--- src/lcd4w_pkg.sv ---
// Shared types and constants for the 4-bit character LCD writer.
`default_nettype none

package lcd4w_pkg;

  // Request kinds carried on the input side
  localparam logic [1:0] MODE_TICK   = 2'd0;
  localparam logic [1:0] MODE_BYTE   = 2'd1;
  localparam logic [1:0] MODE_NIBBLE = 2'd2;
  localparam logic [1:0] MODE_INIT   = 2'd3;

  // Job phases
  localparam logic [1:0] PH_IDLE = 2'd0;
  localparam logic [1:0] PH_HIGH = 2'd1;
  localparam logic [1:0] PH_LOW  = 2'd2;
  localparam logic [1:0] PH_WAIT = 2'd3;

  // Power-up sequence runs steps 1 to INIT_LAST
  localparam logic [3:0] INIT_FIRST = 4'd1;
  localparam logic [3:0] INIT_LAST  = 4'd9;

  localparam logic [7:0] WAIT_TICKS_RESET = 8'd255;

  typedef struct packed {
    logic [7:0] value;
    logic       is_byte;
    logic       sel;
  } seq_entry_t;

  typedef struct packed {
    logic       accepted;
    logic       busy;
    logic [3:0] nibble;
    logic       enable;
    logic       read_write;
    logic       sel;
  } result_t;

  // Power-up sequence contents
  function automatic seq_entry_t seq_lookup(input logic [3:0] step);
    seq_entry_t e;
    e = '{value: 8'h00, is_byte: 1'b0, sel: 1'b0};
    case (step)
      4'd1, 4'd2, 4'd3: e = '{value: 8'h03, is_byte: 1'b0, sel: 1'b0};
      4'd4:             e = '{value: 8'h02, is_byte: 1'b0, sel: 1'b0};
      4'd5:             e = '{value: 8'h28, is_byte: 1'b1, sel: 1'b0};
      4'd6:             e = '{value: 8'h0F, is_byte: 1'b1, sel: 1'b0};
      4'd7:             e = '{value: 8'h01, is_byte: 1'b1, sel: 1'b0};
      4'd8:             e = '{value: 8'h06, is_byte: 1'b1, sel: 1'b0};
      4'd9:             e = '{value: 8'h57, is_byte: 1'b1, sel: 1'b1};
      default:          e = '{value: 8'h00, is_byte: 1'b0, sel: 1'b0};
    endcase
    return e;
  endfunction

endpackage

`default_nettype wire

--- src/char_lcd_four_bit_writer.sv ---
// Top level of the 4-bit character LCD writer with stream ports.
// Each input word is one timer tick and gives exactly one output word with the
// pin levels after that tick. One word is taken every clock cycle while the
// output side keeps up. A word passes through the input register, then the
// tick update into the output register, where its result is held until taken.
// The rate is set by the single tick update of the job state. wait_ticks sets
// the length of each enable-high, enable-low and power-up wait phase in ticks
// and is read when a phase starts.
`default_nettype none

module char_lcd_four_bit_writer #(
  parameter int WAIT_COUNTER_BITS = 8
) (
  input  wire logic        clk,
  input  wire logic        rst,
  input  wire logic        wait_ticks_we,
  input  wire logic [7:0]  wait_ticks_wdata,
  input  wire logic        s_tvalid,
  output logic             s_tready,
  input  wire logic [7:0]  s_tdata,   // byte_value
  input  wire logic [2:0]  s_tuser,   // mode[1:0], is_data
  output logic             m_tvalid,
  input  wire logic        m_tready,
  output logic [15:0]      m_tdata    // reg_select, read_write, enable_pin,
                                      // bus_nibble[3:0], busy_res, accepted, zeros
);

  logic [7:0]         wait_ticks;
  logic               in_valid;
  logic [1:0]         in_mode;
  logic               in_is_data;
  logic [7:0]         in_byte;
  logic               advance;
  lcd4w_pkg::result_t res;

  // Configuration register
  always_ff @(posedge clk) begin
    if (rst) begin
      wait_ticks <= lcd4w_pkg::WAIT_TICKS_RESET;
    end else if (wait_ticks_we) begin
      wait_ticks <= wait_ticks_wdata;
    end
  end

  // Move a word on when the output register is free or being emptied
  assign advance  = in_valid && (!m_tvalid || m_tready);
  assign s_tready = !in_valid || advance;

  // Input register
  always_ff @(posedge clk) begin
    if (rst) begin
      in_valid <= 1'b0;
    end else if (s_tready) begin
      in_valid <= s_tvalid;
    end
  end

  always_ff @(posedge clk) begin
    if (s_tvalid && s_tready) begin
      in_mode    <= s_tuser[1:0];
      in_is_data <= s_tuser[2];
      in_byte    <= s_tdata;
    end
  end

  lcd4w_core #(
    .WAIT_COUNTER_BITS(WAIT_COUNTER_BITS)
  ) u_core (
    .clk       (clk),
    .rst       (rst),
    .step_en   (advance),
    .mode      (in_mode),
    .is_data   (in_is_data),
    .byte_value(in_byte),
    .wait_ticks(wait_ticks),
    .result    (res)
  );

  // Output register
  always_ff @(posedge clk) begin
    if (rst) begin
      m_tvalid <= 1'b0;
    end else if (advance) begin
      m_tvalid <= 1'b1;
    end else if (m_tready) begin
      m_tvalid <= 1'b0;
    end
  end

  always_ff @(posedge clk) begin
    if (advance) begin
      m_tdata <= {7'd0, res.accepted, res.busy, res.nibble, res.enable,
                  res.read_write, res.sel};
    end
  end

endmodule

`default_nettype wire

--- src/lcd4w_core.sv ---
// Job state and per-tick update of the LCD strobe sequencer.
`default_nettype none

module lcd4w_core #(
  parameter int WAIT_COUNTER_BITS = 8
) (
  input  wire logic                  clk,
  input  wire logic                  rst,
  input  wire logic                  step_en,
  input  wire logic [1:0]            mode,
  input  wire logic                  is_data,
  input  wire logic [7:0]            byte_value,
  input  wire logic [7:0]            wait_ticks,
  output lcd4w_pkg::result_t         result
);

  localparam int LW = (WAIT_COUNTER_BITS > 8) ? WAIT_COUNTER_BITS : 8;
  localparam logic [LW-1:0] LIMIT = LW'((64'd1 << WAIT_COUNTER_BITS) - 64'd1);

  logic [1:0]                   phase, phase_next;
  logic [WAIT_COUNTER_BITS-1:0] wait_count, wait_count_next;
  logic [7:0]                   held_byte, held_byte_next;
  logic                         held_select, held_select_next;
  logic                         low_pend, low_pend_next;
  logic [3:0]                   init_step, init_step_next;
  logic [5:0]                   pins, pins_next;

  logic [LW-1:0]                wt_ext;
  logic [WAIT_COUNTER_BITS-1:0] load_val;
  logic                         acc;
  lcd4w_pkg::seq_entry_t        seq_e;
  logic [3:0]                   seq_step;

  // Phase length: clip to the counter, treat zero as one
  always_comb begin
    wt_ext = LW'(wait_ticks);
    if (wt_ext > LIMIT) begin
      wt_ext = LIMIT;
    end
    if (wt_ext == '0) begin
      wt_ext = LW'(1);
    end
    load_val = wt_ext[WAIT_COUNTER_BITS-1:0];
  end

  // Sequence step that would start at the end of this phase
  always_comb begin
    if (phase == lcd4w_pkg::PH_WAIT) begin
      seq_step = lcd4w_pkg::INIT_FIRST;
    end else begin
      seq_step = init_step + 4'd1;
    end
    seq_e = lcd4w_pkg::seq_lookup(seq_step);
  end

  // Advance the job by one tick
  always_comb begin
    phase_next       = phase;
    wait_count_next  = wait_count;
    held_byte_next   = held_byte;
    held_select_next = held_select;
    low_pend_next    = low_pend;
    init_step_next   = init_step;
    pins_next        = pins;
    acc              = 1'b0;
    if (phase == lcd4w_pkg::PH_IDLE) begin
      if (mode != lcd4w_pkg::MODE_TICK) begin
        acc            = 1'b1;
        init_step_next = 4'd0;
        low_pend_next  = 1'b0;
        case (mode)
          lcd4w_pkg::MODE_BYTE: begin
            held_byte_next   = byte_value;
            held_select_next = is_data;
            low_pend_next    = 1'b1;
            pins_next        = {is_data, 1'b1, byte_value[7:4]};
            phase_next       = lcd4w_pkg::PH_HIGH;
            wait_count_next  = load_val;
          end
          lcd4w_pkg::MODE_NIBBLE: begin
            pins_next       = {is_data, 1'b1, byte_value[3:0]};
            phase_next      = lcd4w_pkg::PH_HIGH;
            wait_count_next = load_val;
          end
          default: begin
            pins_next[4]    = 1'b0;
            phase_next      = lcd4w_pkg::PH_WAIT;
            wait_count_next = load_val;
          end
        endcase
      end
    end else if (wait_count <= WAIT_COUNTER_BITS'(1)) begin
      wait_count_next = '0;
      if (phase == lcd4w_pkg::PH_HIGH) begin
        // drop enable, start the low half
        pins_next[4]    = 1'b0;
        phase_next      = lcd4w_pkg::PH_LOW;
        wait_count_next = load_val;
      end else if (low_pend) begin
        low_pend_next   = 1'b0;
        pins_next       = {held_select, 1'b1, held_byte[3:0]};
        phase_next      = lcd4w_pkg::PH_HIGH;
        wait_count_next = load_val;
      end else if (phase == lcd4w_pkg::PH_WAIT ||
                   (init_step >= lcd4w_pkg::INIT_FIRST &&
                    init_step < lcd4w_pkg::INIT_LAST)) begin
        // next item of the power-up sequence
        init_step_next  = seq_step;
        phase_next      = lcd4w_pkg::PH_HIGH;
        wait_count_next = load_val;
        if (seq_e.is_byte) begin
          held_byte_next   = seq_e.value;
          held_select_next = seq_e.sel;
          low_pend_next    = 1'b1;
          pins_next        = {seq_e.sel, 1'b1, seq_e.value[7:4]};
        end else begin
          pins_next        = {seq_e.sel, 1'b1, seq_e.value[3:0]};
        end
      end else begin
        init_step_next = 4'd0;
        phase_next     = lcd4w_pkg::PH_IDLE;
      end
    end else begin
      wait_count_next = wait_count - WAIT_COUNTER_BITS'(1);
    end
  end

  // Hold job state, update on each processed tick
  always_ff @(posedge clk) begin
    if (rst) begin
      phase       <= lcd4w_pkg::PH_IDLE;
      wait_count  <= '0;
      held_byte   <= '0;
      held_select <= 1'b0;
      low_pend    <= 1'b0;
      init_step   <= 4'd0;
      pins        <= '0;
    end else if (step_en) begin
      phase       <= phase_next;
      wait_count  <= wait_count_next;
      held_byte   <= held_byte_next;
      held_select <= held_select_next;
      low_pend    <= low_pend_next;
      init_step   <= init_step_next;
      pins        <= pins_next;
    end
  end

  // Pin levels after this tick
  assign result.accepted   = acc;
  assign result.busy       = (phase_next != lcd4w_pkg::PH_IDLE);
  assign result.nibble     = pins_next[3:0];
  assign result.enable     = pins_next[4];
  assign result.read_write = 1'b0;
  assign result.sel        = pins_next[5];

endmodule

`default_nettype wire
--- config.mk ---
export PLATFORM = sky130hd
export DESIGN_NAME = char_lcd_four_bit_writer
export DESIGN_NICKNAME = d
export VERILOG_FILES = /design/src/lcd4w_pkg.sv /design/src/char_lcd_four_bit_writer.sv /design/src/lcd4w_core.sv
export SDC_FILE = /design/constraint.sdc
export NUM_CORES = 1
export LEC_CHECK = 0
export BUFFER_PORTS_ARGS = -buffer_cell sky130_fd_sc_hd__buf_4
export CORE_MARGIN = 2
export CORE_UTILIZATION = 45
export CTS_BUF_LIST = sky130_fd_sc_hd__clkbuf_8
export CTS_CLUSTER_SIZE = 8
export DETAILED_ROUTE_END_ITERATION = 12
export REMOVE_ABC_BUFFERS = 1
export SLEW_MARGIN = 20
export SYNTH_ARGS = -nofsm -noshare
export SYNTH_HDL_FRONTEND = slang
export SYNTH_SLANG_ARGS = --single-unit
--- constraint.sdc ---
create_clock -name clk -period 3.3 [get_ports clk]
set_clock_uncertainty 0.2 [all_clocks]
set_input_delay 0.165 -clock clk [delete_from_list [all_inputs] [get_ports clk]]
set_output_delay 0.165 -clock clk [all_outputs]
set_load 0.02 [all_outputs]
**Yosys cells after proc, flatten, opt, wreduce, memory -nomap -nowiden**

Memories as Yosys holds them, arrays and structs flattened.
Cells that the tools add are included.
W data, S select, Z words.

- Word-level logic and storage cells: 112
- Output and inout port bits: 18
- ROM bits: 144
- Register bits after elaboration: 55
- Memories kept: 1

Memory list:

| name | words | bits a word | read ports | clocked after memory_dff | wr ports | RTL line | source |
|---|---|---|---|---|---|---|---|
| (name not given) | 16 | 9 | 1 | 0 | 0 | lcd4w_pkg.sv:43 | `case (step)` |

- Equality and inequality tests: 8
- Order comparisons: 4
- Mux-type cells: 61
- Reduce and logical (&&, ||, !) cells: 21
- Add/subtract/negate cells: 2

Operator list:

| operator | count |
|---|---|
| $mux W4 | 17 |
| $mux W8 | 8 |
| $mux W6 | 5 |
| $mux W1 | 24 |
| $mux W2 | 6 |
| $reduce_bool A2 Y1 | 6 |
| $gt A8 B8 Y1 const B | 1 |
| $le A8 B1 Y1 const B | 1 |
| $logic_not A8 Y1 | 1 |
| $pmux W4 S2 | 1 |
| $reduce_and A8 Y1 | 1 |
| $sub A8 B1 Y8 const B | 1 |
| $ne A2 B2 Y1 const B | 3 |
| $reduce_and A5 Y1 | 1 |
| $add A4 B1 Y4 const B | 1 |
| $eq A2 B1 Y1 const B | 2 |
| $eq A2 B2 Y1 const B | 2 |
| $ge A4 B1 Y1 const B | 1 |
| $lt A4 B4 Y1 const B | 1 |
| $reduce_and A4 Y1 | 1 |
| $logic_and A1 B1 Y1 | 3 |
| $logic_or A1 B1 Y1 | 3 |
| $logic_not A1 Y1 | 2 |
| $logic_not A2 Y1 | 1 |
| 3 further kinds | 3 |

**Logic depth before layout (Yosys ltp)**

Gate-level depths: netlist of the first run.

- Word-level depth: 9
- Depth in mapped cells: 11
- Depth with buffers taken out: 9

**By module**

From an unflattened synthesis of the first run, not the netlist that was laid out.

- Cell total of the unflattened synthesis: 358
- Area total of the unflattened synthesis: 3,296.9 um^2

Modules (own cells, without submodules):

| module | times used | cells an instance | seq. area each (um^2) | area an instance (um^2) |
|---|---|---|---|---|
| lcd4w_core | 1 | 294 | 520.5 | 2,253.4 |
| char_lcd_four_bit_writer | 1 | 64 | 800.8 | 1,043.5 |

**Least setup slack after synthesis of the first run**

OpenSTA, ideal clock, no wires.

- Path type: register -> register
- From: reg u_core.wait_count[2]
- To: reg u_core.held_byte[1]
- Setup time: 0.067 ns
- Arrival: 2.324 ns
- Path slack: 0.709 ns
- Period minus slack after synthesis: 2.591 ns
- Buffers on the path: 2
- Stages on the path, launching flop included: 10
- Cells stage by stage: dfxtp_1 > or4_4 > nor4_4 > and2_1 > buf_6 > nand3_2 > o22a_1 > buf_6 > a211o_1 > a21oi_2

- Cells in the longest elaborated chain, start to end: 3

Ends and longest elaborated chain:

| element | RTL line | source |
|---|---|---|
| from (decl) | lcd4w_core.sv:21 | `logic [WAIT_COUNTER_BITS-1:0] wait_count, wait_count_next;` |
| from (signal assigned) | lcd4w_core.sv:140 | `wait_count <= wait_count_next;` |
| $le A8 B1 Y1 | lcd4w_core.sv:92 | `end else if (wait_count <= WAIT_COUNTER_BITS'(1)) begin` |
| $reduce_bool A2 Y1 (no line) | n/a |  |
| $reduce_and A8 Y1 (no line) | n/a |  |
| to (signal assigned) | lcd4w_core.sv:141 | `held_byte <= held_byte_next;` |
| to (decl) | lcd4w_core.sv:22 | `logic [7:0] held_byte, held_byte_next;` |

No other way between the ends.
A chain may end at the register's enable or synchronous reset.

**Final worst setup path of the first run**

Ends and elaborated chain as after synthesis.

==> qor.txt, run 1 <==
OUTCOME
-----------------------------------------------------------------------------------------------
Status                                                                             finished, final reports clean

CLOCK NETWORK
-----------------------------------------------------------------------------------------------
Num Clock Sinks                                                                              55
Clock input transition at the sequential cells of the worst setup and hold paths        0.11 ns
Max Buffers Root-to-Sink                                                                      2
Number of resized instances in the post-cts repair step                                       0
TritonCTS clock tree                                                                       done
Root cell of the clock tree                                                            clkbuf_8
Skew-Pair Late Insertion Delay                                                          0.32 ns
H-tree depth reported by CTS                                                                  2
Clock buffer count from CTS                                                                   5

GLOBAL ROUTING
-----------------------------------------------------------------------------------------------
M1 GR Usage                                                                              30.89%
Overall Global Routing Usage                                                             21.61%
Via count of the first global-routing pass                                                 2558
Sum of overflow across all layers after global routing                                        0
Met2 Resource Use GR                                                                     34.49%
Top Usage Layer GRT                                                                        met2
Maximum number of pins on one net before global-route repair                                 38
Wire length of the first global-routing pass                                           12.74 mm
Met3 layer usage reported by global route                                                3.507%
Initial antenna violation count                                                               0

YOSYS
-----------------------------------------------------------------------------------------------
Syn_area_per_cell                                                                   8.876 sq um
Post-synthesis cell type with the largest combined area                                 dfxtp_1
FFs w/ async S/R, synth                                                                      0%
Number of flops mapped to enable cells by yosys                                              19
Flop and latch count out of synthesis                                                        55
Leading cell types by total area after synthesis                                   dfxtp_1 23%, edfxtp_1 18%, ha_1 4.8%
Gate count after technology mapping                                                         351
Most frequently used cell type in the post-synthesis netlist                             nor2_1
Area share of the leading cell type in the synthesized netlist                           23.13%
Most used flip-flop cell after synthesis                                                dfxtp_1
Synthesis Warnings                                                                            0
Proportion of synthesized chip area in sequential cells                                  41.45%
Ranking of synthesized cells by instance count                                     38 x nor2_1, 36 x dfxtp_1, 30 x nand2_1
Count of distinct cell types in the synthesized netlist                                      52
Post-synthesis cell area                                                           0.003115 sq mm

CRITICAL PATH
-----------------------------------------------------------------------------------------------
Count of cells along the worst register-to-register path                                      7
Worst EP arrival                                                                        2.98 ns
CP Launch Type                                                                         register
Crit path required time                                                                 3.36 ns
CP Class                                                                                reg2reg
CP Max Fanout                                                                                10
Endpoint kind of the worst setup timing path                                           register

PWR
-----------------------------------------------------------------------------------------------
Power density over the cells                                                       398.8 mW/mm^2
Leak pwr                                                                               1.481 nW
Worst ir drop on vdd                                                                   308.5 uV

WORST HOLD PATH
-----------------------------------------------------------------------------------------------
Classification of the worst-slack hold path                                              in2reg
Hold path depth                                                                               2

TIMING
-----------------------------------------------------------------------------------------------
Worst-margin pin slew                                                                 0.5899 ns
Setup TNS after final layout                                                               0 ns
Post-layout minimum cycle time                                                         2.920 ns
Final setup fails                                                                             0
Final Slew Violations                                                                         0
Unrepaired setup endpoints after global routing                                           false
Slew headroom                                                                            60.37%
Maximum operating frequency                                                          0.3424 GHz
Post-route worst setup slack                                                          0.3797 ns
Final hold violations                                                                         0
Final period util                                                                        88.49%

PLACE
-----------------------------------------------------------------------------------------------
Worst slack after detailed placement                                                  0.4066 ns
Count of buffers from port buffering                                                         33
HPWL after DPL                                                                         5.434 mm
Placed standard-cell area                                                          0.003388 sq mm
Placer congestion estimate                                                               0.8861

DETAILED ROUTING
-----------------------------------------------------------------------------------------------
Routed length per placed instance                                                      15.83 um
Total via count after detailed routing                                                     2800
Number of design-rule violations left by the first detailed-router iteration                227
Overall routed net length                                                              7.725 mm
Final antenna-violating net count                                                             0
Number of optimization iterations in the first detailed-route pass                            5
Number of remaining DRC errors                                                                0
Number of vias per cell after detailed routing                                            5.738

FINAL LAYOUT
-----------------------------------------------------------------------------------------------
Proportion of layout cells with a drive suffix above 1                                   14.95%
Antenna Cells                                                                                 0
Post-route cell area                                                               0.003779 sq mm
Nets                                                                                        443
Fill cell total of the finished layout                                                      602
Area delta synth->final                                                                  21.29%
Util after Layout                                                                        55.93%

FLOORPLANNING
-----------------------------------------------------------------------------------------------
Number of ports placed on the die boundary                                                   42
Die Area                                                                           0.007605 sq mm
Total number of placement rows                                                               30
Total core area                                                                    0.006756 sq mm
Initial Utilization                                                                      46.11%
Chip width                                                                             87.21 um
Die Ht                                                                                 87.21 um

FLOW RUN
-----------------------------------------------------------------------------------------------
Max Cap Violations                                                                            0

-- power breakdown --
group          internal (W)  switching, W
sequential         0.000743     0.0000303
clock              0.000176      0.000234
combinational      0.000141      0.000182
-- sequential cells by signal, indices dropped and copies added, names as in the netlist, 2 cells and up --
| signal | flops |
|---|---|
| u_core.held_byte | 4 |
| u_core.init_step | 4 |
| wait_ticks | 8 |
| m_tdata | 8 |
| u_core.pins | 6 |
| u_core.phase | 2 |
| in_byte | 8 |
| in_mode | 2 |
| u_core.wait_count | 8 |
-- logic make-up after synthesis --
| kind of cell | after synthesis | share of synthesized area (%) |
|---|---|---|
| simple gates | 128 | 20.44 |
| compound gates | 109 | 24.50 |
| flops | 55 | 41.45 |
| buf+inv | 38 | 6.024 |
| fa+ha+maj | 14 | 5.462 |
| mux | 6 | 2.008 |
| other cells | 1 | 0.1204 |
-- per-layer routing --
metal / wire length [um] / vias to the layer above / share of wire [%]
met5: 0 / - / 0
met4: 71 / 0 / 0.92
met3: 347 / 4 / 4.5
met1: 3675 / 1325 / 48
li1: - / 1388 / -
met2: 3632 / 83 / 47
-- cells in the final DEF (no fill, tap or decap), types with 4 or more instances in the layout --
master	n
a211o_1	11
a211oi_1	5
a21oi_1	20
a22o_1	5
a22oi_1	8
a311oi_1	4
a31oi_1	5
and2_1	4
buf_4	38
clkbuf_8	6
conb_1	8
dfxtp_1	36
dlygate4sd3_1	29
edfxtp_1	19
ha_1	12
inv_1	13
mux2i_1	4
nand2_1	30
nand2b_1	5
nand3_1	9
nor2_1	38
nor2b_1	14
nor3_1	13
nor4_1	4
o21ai_0	21
o221ai_1	4
-- area by class of cell --
cell class	count	area [sq um]	share of cell area, %
multi-input combinational	265	1663	44.01
clock buffer	6	82.58	2.185
inverter	13	48.80	1.291
timing repair buffer	67	575.6	15.23
sequential	55	1291	34.17
tap	80	100.1	2.649
clock inverter	2	17.52	0.4636
-- final timing paths --
kind,startpoint,endpoint,slack (ns)
setup / recovery,u_core.wait_count[2],u_core.held_byte[1],0.38
hold / removal,rst,u_core.held_select,0.07
hold reg to reg,u_core.held_byte[3],u_core.held_byte[3],0.28
setup reg to reg,u_core.wait_count[2],u_core.held_byte[1],0.38
-- metrics by stage --
stage,total power [W],std cells,hold WS (ns)
5_1_grt,0.001580,488,0.07375
6_report,0.001507,488,0.06645
3_5_place_dp,0.001079,451,0.1443
3_3_place_gp,0.001077,451,0.1431
4_1_cts,0.001510,488,0.06238
2_1_floorplan,0.0009730,333,0.02744
-- critical path, cell delays in order, from the launching register on --
cell and delay (ns):
dfxtp_1 0.38, or4_4 0.59, nor4_4 0.45, and2_1 0.40, nand3_2 0.09, o22a_1 0.32, a211o_1 0.33, a21oi_2 0.10
-- repair_timing --
item,in CTS,in global routing
setup buffers,0,0
endpoints found under the hold margin,21,0
hold buffers,29,0
(Power assumes the default switching activity.)
==> inputs of run 2 (changes only) <==
--- a/config.mk
+++ b/config.mk
@@ -5,12 +5,13 @@
 export SDC_FILE = /design/constraint.sdc
 export NUM_CORES = 1
 export LEC_CHECK = 0
-export BUFFER_PORTS_ARGS = -buffer_cell sky130_fd_sc_hd__buf_4
+export ABC_AREA = 1
 export CORE_MARGIN = 2
 export CORE_UTILIZATION = 45
 export CTS_BUF_LIST = sky130_fd_sc_hd__clkbuf_8
 export CTS_CLUSTER_SIZE = 8
 export DETAILED_ROUTE_END_ITERATION = 12
+export DONT_BUFFER_PORTS = 1
 export REMOVE_ABC_BUFFERS = 1
 export SLEW_MARGIN = 20
 export SYNTH_ARGS = -nofsm -noshare
==> qor.txt, run 2 <==
YOSYS
-----------------------------------------------------------------------------------------------
Mux share of post-synthesis cell area                                                        0%   -2.0 points
Number of flops mapped to enable cells by yosys                                              19   unchanged
Adder and majority cell fraction of the synthesized area                                 4.930%   -0.53 points
Syn_area_per_cell                                                                   7.321 sq um   -18%
Post-synthesis cell area                                                           0.003045 sq mm   -2.2%
Most used flip-flop cell after synthesis                                                dfxtp_1
Complex-gate fraction of the synthesized area                                            16.93%   -7.6 points
Synthesis Warnings                                                                            0   unchanged
Leading cell types by total area after synthesis                                   dfxtp_1 24%, edfxtp_1 19%, nand2_1 12%
FFs w/ async S/R, synth                                                                      0%   unchanged
Most frequently used cell type in the post-synthesis netlist                            nand2_1
Post-synthesis xor/xnor area fraction                                                   0.8628%   +0.86 points
Share of synthesized cell area in and, or, nand and nor gates                            23.17%   +2.7 points
Dominant combinational cell family by area after synthesis                         simple AND/OR/NAND/NOR gates
Ranking of synthesized cells by instance count                                     99 x nand2_1, 64 x inv_1, 45 x a21oi_1
Area share of the leading cell type in the synthesized netlist                           23.66%   +0.53 points
Count of distinct cell types in the synthesized netlist                                      37   -29%
Flop and latch count out of synthesis                                                        55   unchanged
Proportion of synthesized chip area in sequential cells                                  42.40%   +0.95 points
Gate count after technology mapping                                                         416   +19%
Post-synthesis cell type with the largest combined area                                 dfxtp_1

FINAL LAYOUT
-----------------------------------------------------------------------------------------------
Nets                                                                                        472   +6.5%
Most common cell after layout, fill and taps aside                                      nand2_1
Antenna Cells                                                                                 0   unchanged
Most frequent cells in the layout                                                  99 x nand2_1, 64 x inv_1, 45 x a21oi_1
Util after Layout                                                                        52.93%   -3.0 points
Area delta synth->final                                                                  12.24%
Proportion of layout cells with a drive suffix above 1                                   5.721%   -9.2 points

TIMING
-----------------------------------------------------------------------------------------------
Final hold violations                                                                         0   unchanged
Unrepaired setup endpoints after global routing                                           false
Final setup fails                                                                             0   unchanged
Final period util                                                                        69.84%   -19 points
Slew headroom                                                                            27.37%   -33 points
Post-layout minimum cycle time                                                         2.305 ns   -0.6155 ns
Worst-margin pin slew                                                                  1.086 ns   +0.4960 ns
Maximum operating frequency                                                          0.4339 GHz   +27%
Setup TNS after final layout                                                               0 ns   unchanged
Final Slew Violations                                                                         0   unchanged

CRITICAL PATH
-----------------------------------------------------------------------------------------------
Cell with the biggest individual delay on the critical path                             dfxtp_1
CP Max Fanout                                                                                 6   -4
CP Launch Type                                                                         register
Endpoint kind of the worst setup timing path                                           register
Worst setup path start                                                             u_core.init_step[0]
Critical R2R Launch                                                                u_core.init_step[0]
Top delay family on crit path                                                      simple AND/OR/NAND/NOR gates
Worst EP arrival                                                                        2.17 ns   -0.81 ns
Highest cell delay on the worst timing path                                             0.43 ns   -0.16 ns
Critical Path Most Common Cell                                                          nand2_1
Cells along the critical path                                                      inv_1 > ha_1 > nand2_1 > ha_1 > inv_1 > nand2_1 > o21ai_0 > nand2_1 > nand2_1 > nand3_1 > nand2_1 > nand2_1 > nand2_1
Crit path required time                                                                 3.17 ns   -0.19 ns
CP Class                                                                                reg2reg
Count of buffering cells on the critical path with inverters included                         2   +2

FLOORPLANNING
-----------------------------------------------------------------------------------------------
Total number of placement rows                                                               29   -3.3%
Total core area                                                                    0.006459 sq mm   -4.4%
Chip width                                                                             86.27 um   -1.1%
Initial Utilization                                                                      47.15%   +1.0 points
Die Area                                                                           0.007442 sq mm   -2.1%
Number of ports placed on the die boundary                                                   42   unchanged
Die Ht                                                                                 86.27 um   -1.1%

PWR
-----------------------------------------------------------------------------------------------
Int Power                                                                            0.001080 W   +1.8%
Part of the power in registers                                                            51.0%   -0.3 points
Proportion of power drawn by the clock network                                            29.9%   +2.7 points
Leak pwr                                                                               1.626 nW   +9.8%
Fraction of power spent switching nets                                                   29.90%   +0.30 points
Worst ir drop on vdd                                                                   250.1 uV   -19%
Share of total power in combinational logic                                               19.2%   -2.2 points
Net switching component of the power                                                0.0004604 W   +3.2%
Power density over the cells                                                       450.5 mW/mm^2   +13%
Total Power                                                                          0.001540 W   +2.2%

OUTCOME
-----------------------------------------------------------------------------------------------
Status                                                                             finished, final reports clean

CLOCK NETWORK
-----------------------------------------------------------------------------------------------
Skew-Pair Late Insertion Delay                                                          0.31 ns   about the same
H-tree depth reported by CTS                                                                  2   unchanged
Num Clock Sinks                                                                              55   unchanged
Max Buffers Root-to-Sink                                                                      2   unchanged
Number of resized instances in the post-cts repair step                                       0   unchanged
Root cell of the clock tree                                                            clkbuf_8
Clock buffer count from CTS                                                                   5   unchanged
TritonCTS clock tree                                                                       done
Clock input transition at the sequential cells of the worst setup and hold paths        0.10 ns   about the same

DETAILED ROUTING
-----------------------------------------------------------------------------------------------
Routed length per placed instance                                                      13.07 um   -17%
Number of vias per cell after detailed routing                                            5.152   -10%
Overall routed net length                                                              6.720 mm   -13%
Number of remaining DRC errors                                                                0   unchanged
Number of optimization iterations in the first detailed-route pass                            4   -1
Total via count after detailed routing                                                     2648   -5.4%
Final antenna-violating net count                                                             0   unchanged
Number of design-rule violations left by the first detailed-router iteration                138   -39%

PLACE
-----------------------------------------------------------------------------------------------
Count of buffers from port buffering                                                          0   -100%
HPWL after DPL                                                                         4.873 mm   -10%
Placer congestion estimate                                                               0.8717   -1.6%

GLOBAL ROUTING
-----------------------------------------------------------------------------------------------
Initial antenna violation count                                                               0   unchanged
Via count of the first global-routing pass                                                 2494   -2.5%
Maximum number of pins on one net before global-route repair                                 26   -32%
Overall Global Routing Usage                                                             19.11%   -2.5 points
Wire length of the first global-routing pass                                           11.34 mm   -11%
Sum of overflow across all layers after global routing                                        0   unchanged

FLOW RUN
-----------------------------------------------------------------------------------------------
Max Cap Violations                                                                            0   unchanged

WORST HOLD PATH
-----------------------------------------------------------------------------------------------
Classification of the worst-slack hold path                                              in2reg
Hold path startpoint                                                                        rst

-- run 2: cell count changes in the layout (fill, tap and decap cells not counted), sizes merged, moves of 8 or more --
cell / previous run / this run
a211o: 11 / 0
a21oi: 21 / 47
a22oi: 8 / 0
buf: 38 / 0
inv: 15 / 69
nand2: 30 / 103
nor2b: 14 / 0
nor3: 13 / 1
o21ai: 22 / 37
-- run 2: stage by stage --
| stage | worst slack [ns] | std cells | hold WS (ns) | instance area, sq um |
|---|---|---|---|---|
| 2_1_floorplan | 1.266 | 406 | 0.02744 | 2977 |
| 3_3_place_gp | 1.000 | 483 | 0.03350 | 3073 |
| 3_5_place_dp | 1.011 | 483 | 0.03527 | 3073 |
| 4_1_cts | 1.005 | 514 | 0.001313 | 3418 |
| 5_1_grt | 0.7197 | 514 | 0.04419 | 3418 |
| 6_report | 0.9953 | 514 | 0.009929 | 3418 |
-- run 2: worst register-to-register path: stages, from the launching register on --
cell	delay (ns)
dfxtp_1	0.43
inv_1	0.10
ha_1	0.31
nand2_1	0.17
ha_1	0.19
inv_1	0.04
nand2_1	0.07
o21ai_0	0.09
nand2_1	0.10
nand2_1	0.06
nand3_1	0.09
nand2_1	0.06
nand2_1	0.07
nand2_1	0.08
-- run 2: path summary, 6_finish.rpt --
| check | endpoint | slack (ns) | depth (start not counted) |
|---|---|---|---|
| worst min-delay path | u_core.held_select | 0.01 | 3 |
| worst max register to register | m_tdata[4] | 1.0 | 13 |
| worst max-delay path | m_tdata[4] | 1.0 | 13 |
| worst min register to register | wait_ticks[0] | 0.26 | 2 |
-- run 2: power groups by stage --
| stage | clock network (W) | registers (W) | logic, W |
|---|---|---|---|
| after floorplan | 0 | 0.000793 | 0.000209 |
| after global placement | 0 | 0.000800 | 0.000264 |
| after detailed placement | 0 | 0.000800 | 0.000263 |
| after CTS | 0.000477 | 0.000785 | 0.000295 |
| after global routing | 0.000494 | 0.000790 | 0.000336 |
| final | 0.000460 | 0.000785 | 0.000295 |
-- run 2: metal layers --
| layer | wire [um] | global-route usage [%] | up-vias |
|---|---|---|---|
| met5 | 0 | 0 | - |
| met4 | 76 | 5.114 | 0 |
| met3 | 186 | 3.048 | 6 |
| met2 | 3124 | 32.06 | 50 |
| met1 | 3332 | 25.77 | 1225 |
| li1 | - | - | 1367 |
-- run 2: cell type report --
type	count	area [sq um]
well taps	77	96.34
repair buffers	23	230.2
fillers	653	3040
multi-input cells	283	1428
clock inverters	3	46.29
inverters	68	257.7
clock buffers	5	68.82
flip-flops and latches	55	1291
-- run 2: kinds of logic after synthesis --
| kind of cell | after synthesis |
|---|---|
| xor gates and xnor gates | 3 |
| adders and majority gates | 12 |
| DFF | 55 |
| and+or+nand+nor | 165 |
| AOI/OAI and AO/OA | 95 |
| other | 1 |
| buffers and inverters | 85 |
-- run 2: what timing repair did --
| action | CTS | global route |
|---|---|---|
| endpoints found under the hold margin | 36 | 0 |
| hold buffers | 23 | 0 |
| buffers inserted | 0 | 0 |
==> inputs of run 3 (changes only) <==
==> constraint.sdc (replaced) <==
create_clock -name clk -period 2.3 [get_ports clk]
set_clock_uncertainty 0.2 [all_clocks]
set_input_delay 0.115 -clock clk [delete_from_list [all_inputs] [get_ports clk]]
set_output_delay 0.115 -clock clk [all_outputs]
set_load 0.02 [all_outputs]
==> qor.txt, run 3 (synthesized netlist as in run 2, its figures left out) <==
PWR
-----------------------------------------------------------------------------------------------
Net switching component of the power                                                0.0006649 W   +44%
Share of total power in combinational logic                                               20.1%   +0.9 points
Power density over the cells                                                       633.7 mW/mm^2   +41%
Leak pwr                                                                               1.668 nW   +2.6%
Fraction of power spent switching nets                                                   29.92%   about the same
Worst ir drop on vdd                                                                   374.9 uV   +50%
Part of the power in registers                                                            50.5%   -0.5 points
Proportion of power drawn by the clock network                                            29.4%   -0.5 points
Int Power                                                                            0.001558 W   +44%

FINAL LAYOUT
-----------------------------------------------------------------------------------------------
Util after Layout                                                                        54.30%   +1.4 points
Proportion of layout cells with a drive suffix above 1                                   9.910%   +4.2 points
Area delta synth->final                                                                  15.16%
Post-route insts no fill                                                                    521   +1.4%
Most frequent cells in the layout                                                  96 x nand2_1, 63 x inv_1, 45 x a21oi_1
Nets                                                                                        479   +1.5%
Most common cell after layout, fill and taps aside                                      nand2_1
Fill cell total of the finished layout                                                      606   -7.2%
Post-route cell area                                                               0.003507 sq mm   +2.6%
Antenna Cells                                                                                 0   unchanged

FLOORPLANNING
-----------------------------------------------------------------------------------------------
Die Area                                                                           0.007442 sq mm   unchanged
Initial Utilization                                                                      47.15%   unchanged
Die Ht                                                                                 86.27 um   unchanged
Number of ports placed on the die boundary                                                   42   unchanged
Total number of placement rows                                                               29   unchanged
Total core area                                                                    0.006459 sq mm   unchanged
Chip width                                                                             86.27 um   unchanged

FLOW RUN
-----------------------------------------------------------------------------------------------
Max Cap Violations                                                                            0   unchanged

DETAILED ROUTING
-----------------------------------------------------------------------------------------------
Number of optimization iterations in the first detailed-route pass                            4   unchanged
Number of design-rule violations left by the first detailed-router iteration                156   +13%
Final antenna-violating net count                                                             0   unchanged
Number of remaining DRC errors                                                                0   unchanged
Number of vias per cell after detailed routing                                            5.084   -1.3%
Overall routed net length                                                              6.742 mm   +0.33%
Total via count after detailed routing                                                     2649   +0.038%
Routed length per placed instance                                                      12.94 um   -1.0%

CLOCK NETWORK
-----------------------------------------------------------------------------------------------
Clock input transition at the sequential cells of the worst setup and hold paths        0.10 ns   about the same
TritonCTS clock tree                                                                       done
Root cell of the clock tree                                                            clkbuf_8
H-tree depth reported by CTS                                                                  2   unchanged
Clock buffer count from CTS                                                                   5   unchanged
Num Clock Sinks                                                                              55   unchanged
Skew-Pair Late Insertion Delay                                                          0.32 ns   about the same
Post-CTS Repair Setup Buffers                                                                 0   unchanged
Max Buffers Root-to-Sink                                                                      2   unchanged

PLACE
-----------------------------------------------------------------------------------------------
Cell count after placement                                                                  490   +1.4%
Placed standard-cell area                                                          0.003126 sq mm   +1.7%
HPWL after DPL                                                                         4.701 mm   -3.5%
Count of buffers from port buffering                                                          0   unchanged
Placer congestion estimate                                                               0.9179   +5.3%
Worst slack after detailed placement                                                 0.04910 ns   -0.9620 ns

WORST HOLD PATH
-----------------------------------------------------------------------------------------------
Classification of the worst-slack hold path                                              in2reg

GLOBAL ROUTING
-----------------------------------------------------------------------------------------------
Via count of the first global-routing pass                                                 2566   +2.9%
Initial antenna violation count                                                               0   unchanged
Sum of overflow across all layers after global routing                                        0   unchanged
Overall Global Routing Usage                                                             18.87%   -0.24 points
Maximum number of pins on one net before global-route repair                                 27   +3.8%
Wire length of the first global-routing pass                                           11.27 mm   -0.55%

TIMING
-----------------------------------------------------------------------------------------------
Unrepaired setup endpoints after global routing                                            true
Post-route worst setup slack                                                          0.2020 ns   -0.7932 ns
Final period util                                                                        91.22%   +21 points
Post-layout minimum cycle time                                                         2.098 ns   -0.2068 ns
Slew headroom                                                                            26.03%   -1.3 points
Worst-margin pin slew                                                                  1.106 ns   +0.02007 ns
Final setup fails                                                                             0   unchanged
Maximum operating frequency                                                          0.4767 GHz   +9.9%
Setup TNS after final layout                                                               0 ns   unchanged
Final hold violations                                                                         0   unchanged
Final Slew Violations                                                                         0   unchanged

CRITICAL PATH
-----------------------------------------------------------------------------------------------
CP Class                                                                                reg2reg
CP Launch Type                                                                         register
Crit path required time                                                                 2.25 ns   -0.92 ns
Worst EP arrival                                                                        2.05 ns   -0.12 ns
CP Max Fanout                                                                                 9   +3
Endpoint kind of the worst setup timing path                                           register

OUTCOME
-----------------------------------------------------------------------------------------------
Status                                                                             finished, final reports clean

## run 3: cell types whose count changed in the layout (fill, tap and decap cells not counted), sizes merged
cell	change
buf	+7
clkinvlp	-1
inv	+1
## run 3: critical path, stage by stage, from the launching register on
cell and delay, ns:
dfxtp_1 0.34, inv_1 0.10, ha_2 0.20, nor2_1 0.05
nor2_2 0.12, nand3_1 0.15, nand2_2 0.11, nand3_2 0.11
inv_1 0.11, nand3_1 0.11, nand2_4 0.15, inv_2 0.06
nand2_1 0.07, a21oi_2 0.05
## run 3: layout make-up
| cell class | count | area, sq um | share of cell area [%] |
|---|---|---|---|
| clock buffers | 5 | 68.82 | 1.962 |
| clock inverters | 3 | 42.54 | 1.213 |
| inverters | 68 | 257.7 | 7.349 |
| multi-input cells | 283 | 1460 | 41.63 |
| flip-flops and latches | 55 | 1299 | 37.03 |
| well taps | 77 | 96.34 | 2.747 |
| repair buffers | 30 | 282.8 | 8.063 |
## run 3: power groups by stage
stage	clock network, W	registers [W]	logic [W]
6_report	0.000653	0.00112	0.000448
5_1_grt	0.000693	0.00113	0.000506
4_1_cts	0.000661	0.00112	0.000438
3_5_place_dp	0	0.00115	0.000393
3_3_place_gp	0	0.00115	0.000395
2_1_floorplan	0	0.00114	0.000300
## run 3: worst paths after layout
| check | startpoint | end | slack [ns] | depth (start not counted) |
|---|---|---|---|---|
| setup / recovery | u_core.wait_count[1] | u_core.held_byte[3] | 0.20 | 13 |
| hold / removal | s_tuser[0] | in_mode[0] | 0.22 | 1 |
| setup reg to reg | u_core.wait_count[1] | u_core.held_byte[3] | 0.20 | 13 |
| hold reg to reg | wait_ticks[0] | wait_ticks[0] | 0.26 | 2 |
## run 3: stage by stage
stage	hold WS (ns)	total power, W
detailed placement	-0.01795	0.001539
global placement	-0.01809	0.001541
finish	0.2180	0.002222
floorplan	-0.02256	0.001438
CTS	0.2126	0.002224
global route	0.2126	0.002329
## run 3: repair_timing
item | 4_1_cts | 5_1_grt
hold endpoints to repair | 47 | 0
hold buffers | 23 | 0
resized for setup | 0 | 15
endpoints found under the setup margin | 0 | 22
## run 3: routing by layer
layer | track usage (%) | vias up | routed length, um
met5 | 0 | - | 0
met4 | 5.824 | 0 | 46
met3 | 3.333 | 4 | 243
met2 | 31.22 | 58 | 3180
met1 | 25.27 | 1213 | 3272
li1 | - | 1374 | -
